`config.mk`:
```
export PLATFORM = sky130hd
export DESIGN_NAME = wiegand_frame_transmitter_unit
export DESIGN_NICKNAME = d
export VERILOG_FILES = /design/src/sv/wft_pkg.sv /design/src/sv/wiegand_frame_transmitter_unit.sv /design/src/sv/wft_frame_build.sv /design/src/sv/wft_tx_seq.sv
export VERILOG_INCLUDE_DIRS = /design/src /design/src/sv
export SDC_FILE = /design/constraint.sdc
export NUM_CORES = 1
export LEC_CHECK = 0
export BUFFER_PORTS_ARGS = -buffer_cell sky130_fd_sc_hd__buf_2
export CORE_MARGIN = 5
export CORE_UTILIZATION = 46
export DETAILED_ROUTE_END_ITERATION = 16
export PLACE_DENSITY_LB_ADDON = 0.12
export SLEW_MARGIN = 25
export SYNTH_ARGS = -nofsm -noshare
export SYNTH_HDL_FRONTEND = slang
export SYNTH_SLANG_ARGS = --single-unit
```
`constraint.sdc`:
```
create_clock -name clk -period 7.15 [get_ports clk]
set_clock_uncertainty 0.1 [all_clocks]
set_input_delay 2.145 -clock clk [delete_from_list [all_inputs] [get_ports clk]]
set_output_delay 2.145 -clock clk [all_outputs]
set_load 0.005 [all_outputs]
```
`src/sv/wiegand_frame_transmitter_unit_assert.svh`:
```
// assertion macros used by the wiegand transmitter top
`ifndef WIEGAND_FRAME_TRANSMITTER_UNIT_ASSERT_SVH
`define WIEGAND_FRAME_TRANSMITTER_UNIT_ASSERT_SVH

// same-cycle implication, checked out of reset
`define WFT_ASSERT_IMP(label, ante, cons) \
  label: assert property (@(posedge clk) disable iff (!rst_n) (ante) |-> (cons)) \
    else $error("wft assertion failed");

// next-cycle implication, checked out of reset
`define WFT_ASSERT_NXT(label, ante, cons) \
  label: assert property (@(posedge clk) disable iff (!rst_n) (ante) |=> (cons)) \
    else $error("wft assertion failed");

`endif

```
`src/sv/wft_pkg.sv`:
```
// types, constants and frame helpers for the wiegand transmitter
package wft_pkg;

  localparam int PAY_W   = 40;
  localparam int FRAME_W = 42;
  localparam int CNT_W   = 6;
  localparam int TICK_W  = 16;

  localparam logic [TICK_W-1:0] PULSE_RESET = 16'd100;
  localparam logic [TICK_W-1:0] GAP_RESET   = 16'd2000;

  localparam logic [CNT_W-1:0] BITS_26 = 6'd26;
  localparam logic [CNT_W-1:0] BITS_42 = 6'd42;

  typedef enum logic {
    OP_TICK  = 1'b0,
    OP_START = 1'b1
  } op_t;

  typedef enum logic {
    FMT_26 = 1'b0,
    FMT_42 = 1'b1
  } fmt_t;

  typedef enum logic {
    CFG_PULSE_TICKS = 1'b0,
    CFG_GAP_TICKS   = 1'b1
  } cfg_idx_t;

  // one frame ready to load into the sequencer
  typedef struct packed {
    logic [FRAME_W-1:0] bits;
    logic [CNT_W-1:0]   count;
  } frame_t;

  // one result item
  typedef struct packed {
    logic data0_line;
    logic data1_line;
    logic busy_res;
    logic frame_done;
    logic start_rejected;
  } res_t;

endpackage

```
`src/sv/wiegand_frame_transmitter_unit.sv`:
```
// wiegand 26/42-bit transmitter top: config registers, handshake, result register
// latency: a result item is valid in the cycle after its input item is accepted
// throughput: one item per cycle; in_ready stays high while the result register
// is empty or being taken, so a stalled output blocks only one slot deep
// reset (synchronous, rst_n low): sequencer idle, result register empty,
// pulse_ticks = 100, gap_ticks = 2000
module wiegand_frame_transmitter_unit import wft_pkg::*; (
  input  logic              clk,
  input  logic              rst_n,
  input  logic              in_valid,
  output logic              in_ready,
  input  logic              in_opcode,
  input  logic [PAY_W-1:0]  in_payload,
  input  logic              in_frame_format,
  output logic              out_valid,
  input  logic              out_ready,
  output logic              out_data0_line,
  output logic              out_data1_line,
  output logic              out_busy_res,
  output logic              out_frame_done,
  output logic              out_start_rejected,
  input  logic              cfg_we,
  input  logic              cfg_index,
  input  logic [TICK_W-1:0] cfg_wdata
);

`include "wiegand_frame_transmitter_unit_assert.svh"

  logic [TICK_W-1:0] pulse_ticks_r;
  logic [TICK_W-1:0] gap_ticks_r;
  logic              out_valid_r;
  res_t              res_r;
  res_t              res;
  frame_t            frame;
  logic              in_acc;

  assign in_ready = !out_valid_r || out_ready;
  assign in_acc   = in_valid && in_ready;

  // configuration registers
  always_ff @(posedge clk) begin
    if (!rst_n) begin
      pulse_ticks_r <= PULSE_RESET;
      gap_ticks_r   <= GAP_RESET;
    end else if (cfg_we) begin
      case (cfg_index)
        CFG_PULSE_TICKS: pulse_ticks_r <= cfg_wdata;
        CFG_GAP_TICKS:   gap_ticks_r   <= cfg_wdata;
        default: ;
      endcase
    end
  end

  // frame assembly
  wft_frame_build u_build (
    .payload      (in_payload),
    .frame_format (in_frame_format),
    .frame        (frame)
  );

  // bit sequencer
  wft_tx_seq u_seq (
    .clk         (clk),
    .rst_n       (rst_n),
    .step_en     (in_acc),
    .opcode      (in_opcode),
    .frame       (frame),
    .pulse_ticks (pulse_ticks_r),
    .gap_ticks   (gap_ticks_r),
    .res         (res)
  );

  // result register
  always_ff @(posedge clk) begin
    if (!rst_n) begin
      out_valid_r <= 1'b0;
    end else if (in_acc) begin
      out_valid_r <= 1'b1;
    end else if (out_ready) begin
      out_valid_r <= 1'b0;
    end
  end

  always_ff @(posedge clk) begin
    if (in_acc) begin
      res_r <= res;
    end
  end

  assign out_valid          = out_valid_r;
  assign out_data0_line     = res_r.data0_line;
  assign out_data1_line     = res_r.data1_line;
  assign out_busy_res       = res_r.busy_res;
  assign out_frame_done     = res_r.frame_done;
  assign out_start_rejected = res_r.start_rejected;

  // checks
  `WFT_ASSERT_NXT(a_acc_gives_result, in_acc, out_valid_r)
  `WFT_ASSERT_IMP(a_one_line_low, out_valid_r, out_data0_line || out_data1_line)
  `WFT_ASSERT_IMP(a_pulse_while_busy, out_valid_r && !(out_data0_line && out_data1_line), out_busy_res)
  `WFT_ASSERT_IMP(a_done_is_idle, out_valid_r && out_frame_done, !out_busy_res)
  `WFT_ASSERT_IMP(a_reject_while_busy, out_valid_r && out_start_rejected, out_busy_res)

endmodule

```
`src/sv/wft_frame_build.sv`:
```
// builds the parity-wrapped frame for the 26-bit and 42-bit formats
module wft_frame_build import wft_pkg::*; (
  input  logic [PAY_W-1:0] payload,
  input  logic             frame_format,
  output frame_t           frame
);

  logic [23:0] data26;
  logic        even26;
  logic        odd26;
  logic        even42;
  logic        odd42;

  // parity over each half of the data bits
  assign data26 = payload[23:0];
  assign even26 = ^data26[23:12];
  assign odd26  = ~(^data26[11:0]);
  assign even42 = ^payload[39:20];
  assign odd42  = ~(^payload[19:0]);

  // right-aligned frame: even parity, data msb first, odd parity
  always_comb begin
    if (frame_format == FMT_42) begin
      frame.bits  = {even42, payload, odd42};
      frame.count = BITS_42;
    end else begin
      frame.bits  = {16'd0, even26, data26, odd26};
      frame.count = BITS_26;
    end
  end

endmodule

```
`src/sv/wft_tx_seq.sv`:
```
// bit sequencer: frame shift register, bit counter and pulse/gap timer
module wft_tx_seq import wft_pkg::*; (
  input  logic              clk,
  input  logic              rst_n,
  input  logic              step_en,
  input  logic              opcode,
  input  frame_t            frame,
  input  logic [TICK_W-1:0] pulse_ticks,
  input  logic [TICK_W-1:0] gap_ticks,
  output res_t              res
);

  logic [FRAME_W-1:0] shift_r, shift_nxt;
  logic [CNT_W-1:0]   bits_r, bits_nxt;
  logic [TICK_W-1:0]  phase_r, phase_nxt;
  logic               in_pulse_r, in_pulse_nxt;
  logic               sending_r, sending_nxt;

  logic [TICK_W-1:0]  phase_inc;
  logic [CNT_W-1:0]   bits_dec;
  logic [CNT_W-1:0]   bit_pos;
  logic               cur_bit;
  logic               line_active;
  logic               done;
  logic               rejected;

  assign phase_inc = phase_r + 1'b1;
  assign bits_dec  = (bits_r != '0) ? bits_r - 1'b1 : bits_r;

  // next state for one item
  always_comb begin
    shift_nxt    = shift_r;
    bits_nxt     = bits_r;
    phase_nxt    = phase_r;
    in_pulse_nxt = in_pulse_r;
    sending_nxt  = sending_r;
    done         = 1'b0;
    rejected     = 1'b0;
    if (opcode == OP_START) begin
      if (sending_r) begin
        rejected = 1'b1;
      end else begin
        shift_nxt    = frame.bits;
        bits_nxt     = frame.count;
        phase_nxt    = '0;
        in_pulse_nxt = 1'b1;
        sending_nxt  = 1'b1;
      end
    end else if (sending_r) begin
      phase_nxt = phase_inc;
      if (in_pulse_r) begin
        if (phase_inc >= pulse_ticks) begin
          in_pulse_nxt = 1'b0;
          phase_nxt    = '0;
        end
      end else if (phase_inc >= gap_ticks) begin
        phase_nxt = '0;
        bits_nxt  = bits_dec;
        if (bits_dec == '0) begin
          sending_nxt = 1'b0;
          shift_nxt   = '0;
          done        = 1'b1;
        end else begin
          in_pulse_nxt = 1'b1;
        end
      end
    end
  end

  // line levels after the item
  assign bit_pos     = bits_nxt - 1'b1;
  assign cur_bit     = (bit_pos < CNT_W'(FRAME_W)) ? shift_nxt[bit_pos] : 1'b0;
  assign line_active = sending_nxt && in_pulse_nxt && (bits_nxt != '0);

  always_comb begin
    res.data0_line     = !(line_active && !cur_bit);
    res.data1_line     = !(line_active && cur_bit);
    res.busy_res       = sending_nxt;
    res.frame_done     = done;
    res.start_rejected = rejected;
  end

  // state registers, advanced once per accepted item
  always_ff @(posedge clk) begin
    if (!rst_n) begin
      shift_r    <= '0;
      bits_r     <= '0;
      phase_r    <= '0;
      in_pulse_r <= 1'b0;
      sending_r  <= 1'b0;
    end else if (step_en) begin
      shift_r    <= shift_nxt;
      bits_r     <= bits_nxt;
      phase_r    <= phase_nxt;
      in_pulse_r <= in_pulse_nxt;
      sending_r  <= sending_nxt;
    end
  end

endmodule

```
==> qor.csv <==
metric,value,unit
placeableCoreArea,14420,sq um
post_cts_repair_setup_buffers,0,
die_height,131.0,microns
cap_viol_max_count,0,
number_of_antenna_violations_at_the_first_check_in_global_routing,0,
placement_rows,44,
fmax,0.1540,GHz
slew_headroom,0.3502,
grt_max_degree,100,
gpl_wtd_cong,0.9025,
clk_transition_reported_paths,70,ps
ys_seq_elements,104,
status,"finished, final reports clean",
net-switching-power,0.0004255,W
clock_latency,350,ps
synthArstFlopShare,0,
syn_avg_cell_area,8.171,sq um
global_route_wire_length_before_repair,28330,microns
wl_per_cell,16.13,microns
cts_tree,built,
power_frac_seq,0.421,
crit-reg2reg-capture,out_data1_line$_DFFE_PP_,
grt_setup_unrepaired,false,
rr_startpoint,u_seq.phase_r[0]$_SDFFE_PN0P_,
swShare,0.2856,
cp-startpoint,u_seq.phase_r[0]$_SDFFE_PN0P_,
detailed_routing_iteration_count_for_the_pre_antenna_repair_pass,5,
starting_density,0.4668,
min-delay-path-class,flip-flop to flip-flop,
syn_inst,824,
die_w,131.0,microns
synth_cell_types,72,
synth-edff-count,5,
cts_buffer_depth,2,
numClockSinks,104,
power_leakage,3.082,nW
antenna_violating_nets_post_route,0,
postCtsResizedCells,0,
dpl_cell_area,7163,sq um
pwr-share-comb,0.217,
cts_hold_repair.buffers,0,
internal_power,0.001064,W
grt_pass1_vias,5727,
yosys_warnings,0,
cts-buffers-inserted,9,
number_of_antenna_repair_diodes,0,
power_per_cell_area,198.9,nW/um^2
synth_seq_area_share,0.3167,
yosys_most_used_dff,dfxtp_1,
synth.cell_area,6733,sq um
timing_max_transition_violations_final,0,
final.fill_count,1374,
syn-num-nets,925,
max-vdd-ir-drop,0.1083,mV
setup.worst_path.start_class,flip-flop,
detail_route.wirelength,16980,microns
syn2layout_area_growth,11.26,%
die_area,17160,sq um
cts_root_buffer,clkbuf_16,
final_area,7491,sq um
criticalPathCategory,flip-flop to flip-flop,
layout_worst_path_cycle_share,0.9084,
cp.required,7150,ps
final_net_count,965,
detailed_place_hpwl,12120,microns
num_vias,6000,
cell_depth_of_the_worst_flop_to_flop_path,26,
track_usage,0.2026,
post_route_cells_drive_above_1_share,0.1323,
max_slew.worst_pin.slew,974.7,ps
ioPinCount,71,
worst_setup_path_end_kind,flip-flop,
reg_to_reg_slack_setup,660,ps
place.port_buffers,70,
drt_first_iter_violations,333,
hold_viol,0,
highest_net_fanout_along_the_worst_path,28,
worst-endpoint-arrival,6490,ps
grt_remaining_overflow,0,
finalWorstPathRequiredPeriod,6495,ps
clockPowerShare,0.362,
timing.final.setup_violations,0,
fin_tns_setup,0,ps
via_per_inst,5.698,
worst_setup_path_endpoint,out_data1_line$_DFFE_PP_,
htreeDepth,3,
drc,0,
-- sequential cells by signal, indices dropped and copies added, names as in the netlist, 6 cells and up --
register / flops
u_seq.shift_r: 42
gap_ticks_r: 16
pulse_ticks_r: 16
u_seq.phase_r: 16
u_seq.bits_r: 6
-- cells in the final DEF (no fill, tap or decap), types with 3 or more instances in the layout --
| master | synthesis | routed |
|---|---|---|
| a32oi_1 | 13 | 13 |
| and2_1 | 8 | 9 |
| nand2_1 | 120 | 120 |
| o32ai_1 | 3 | 3 |
| or3_1 | 3 | 3 |
| nand4_1 | 8 | 8 |
| buf_2 | 5 | 70 |
| inv_1 | 36 | 36 |
| and3_1 | 16 | 16 |
| edfxtp_1 | 5 | 5 |
| buf_4 | 0 | 7 |
| ha_1 | 37 | 37 |
| a211oi_1 | 6 | 6 |
| a21boi_0 | 33 | 33 |
| mux2i_1 | 12 | 12 |
| dfxtp_1 | 99 | 99 |
| nand2b_1 | 8 | 8 |
| nand3_1 | 18 | 18 |
| nor2_1 | 31 | 30 |
| a21oi_1 | 37 | 37 |
| o311a_1 | 3 | 3 |
| xor2_1 | 8 | 8 |
| clkbuf_16 | 0 | 10 |
| nor3_1 | 11 | 11 |
| a22oi_1 | 40 | 40 |
| o21ai_0 | 17 | 17 |
| a21o_1 | 10 | 10 |
| a31oi_1 | 5 | 5 |
| xnor2_1 | 45 | 45 |
| or2_2 | 5 | 5 |
| nor2b_1 | 72 | 71 |
| o211ai_1 | 20 | 20 |
-- layout make-up --
type,instances,area (sq um),area share
repair buffers,77,402.9,0.05378
clock buffers,13,281.5,0.03758
flip-flops and latches,104,2132,0.2846
inverters,39,148.9,0.01988
clock inverters,3,43.79,0.005846
well taps,184,230.2,0.03073
multi-input cells,633,4252,0.5676
-- Yosys cell counts (10+ instances only) --
cell | count | share of area
o21ai_0 | 17 | 0.013
a22oi_1 | 40 | 0.045
xnor2_1 | 45 | 0.059
o211ai_1 | 20 | 0.022
ha_1 | 37 | 0.069
nand3_1 | 18 | 0.013
and3_1 | 16 | 0.015
a32oi_1 | 13 | 0.017
nand2_1 | 120 | 0.067
nor2_1 | 31 | 0.017
dfxtp_1 | 99 | 0.29
clkbuf_1 | 38 | 0.021
nor3_1 | 11 | 0.0082
mux2i_1 | 12 | 0.018
a21boi_0 | 33 | 0.037
nor2b_1 | 72 | 0.067
a21o_1 | 10 | 0.011
inv_1 | 36 | 0.020
a21oi_1 | 37 | 0.028
-- worst min path at each step --
stage	startpoint	endpoint	slack, ps	depth (start not counted)
final	pulse_ticks_r[3]$_SDFFE_PN0P_	pulse_ticks_r[3]$_SDFFE_PN0P_	370	2
after global routing	pulse_ticks_r[7]$_SDFFE_PN0P_	pulse_ticks_r[7]$_SDFFE_PN0P_	400	2
after CTS	pulse_ticks_r[3]$_SDFFE_PN0P_	pulse_ticks_r[3]$_SDFFE_PN0P_	370	2
after detailed placement	pulse_ticks_r[3]$_SDFFE_PN0P_	pulse_ticks_r[3]$_SDFFE_PN0P_	360	2
after global placement	pulse_ticks_r[7]$_SDFFE_PN0P_	pulse_ticks_r[7]$_SDFFE_PN0P_	360	2
after floorplan	gap_ticks_r[15]$_SDFFE_PN0P_	gap_ticks_r[15]$_SDFFE_PN0P_	340	2
-- critical path: stages (launching register included) --
cell       delay, ps
dfxtp_1          430
nand3_1          150
nor2_1           210
and3_1           220
and3_1           210
and3_1           200
and3_1           220
nand3_1          100
xnor2_1          280
ha_1             300
a21oi_1          140
o21ai_0           90
a21oi_1          110
o21ai_1           80
buf_4            200
nor2b_1          190
and2_1           210
nor2b_1          130
o32ai_1          410
ha_1             850
nor2b_1          390
nand3_1          120
o311ai_1         110
nand4_1          130
o2111ai_1        160
a22oi_1          130
or3b_1           370
-- layer usage --
layer,share of wire,track usage,vias up
li1,-,-,2990
met1,0.50,0.3025,2848
met2,0.44,0.3011,139
met3,0.044,0.02805,23
met4,0.016,0.06352,0
met5,0,0,-
-- metrics by stage --
stage | instances | worst slack, ps | util | total power, W | hold slack, ps
finish | 1053 | 655.1 | 0.5193 | 0.001490 | 368.9
global route | 1053 | 16.28 | 0.5193 | 0.001566 | 397.1
CTS | 1053 | 673.3 | 0.5192 | 0.001500 | 370.9
detailed placement | 1037 | 710.2 | 0.4966 | 0.0009621 | 360.7
global placement | 1037 | 956.4 | 0.4964 | 0.0009568 | 356.5
floorplan | 824 | 1310 | - | 0.0008765 | 343.5
-- power groups by stage --
stage | logic, W | registers [W] | clock network [W]
2_1_floorplan | 0.000244 | 0.000632 | 0
3_3_place_gp | 0.000317 | 0.000640 | 0
3_5_place_dp | 0.000321 | 0.000641 | 0
4_1_cts | 0.000323 | 0.000627 | 0.000550
5_1_grt | 0.000359 | 0.000631 | 0.000576
6_report | 0.000323 | 0.000628 | 0.000539
-- cell families (layout without fill, tap and decap cells) --
family          Yosys count  in the layout  synth area share
flops                   104            104            0.3167
buf+inv                  87            132           0.05315
fa+ha+maj                37             37           0.06876
simple gates            315            315            0.2353
xor+xnor                 54             54           0.07229
compound gates          211            211            0.2254
mux                      16             16           0.02843
Power figures use the tool's default switching activity.
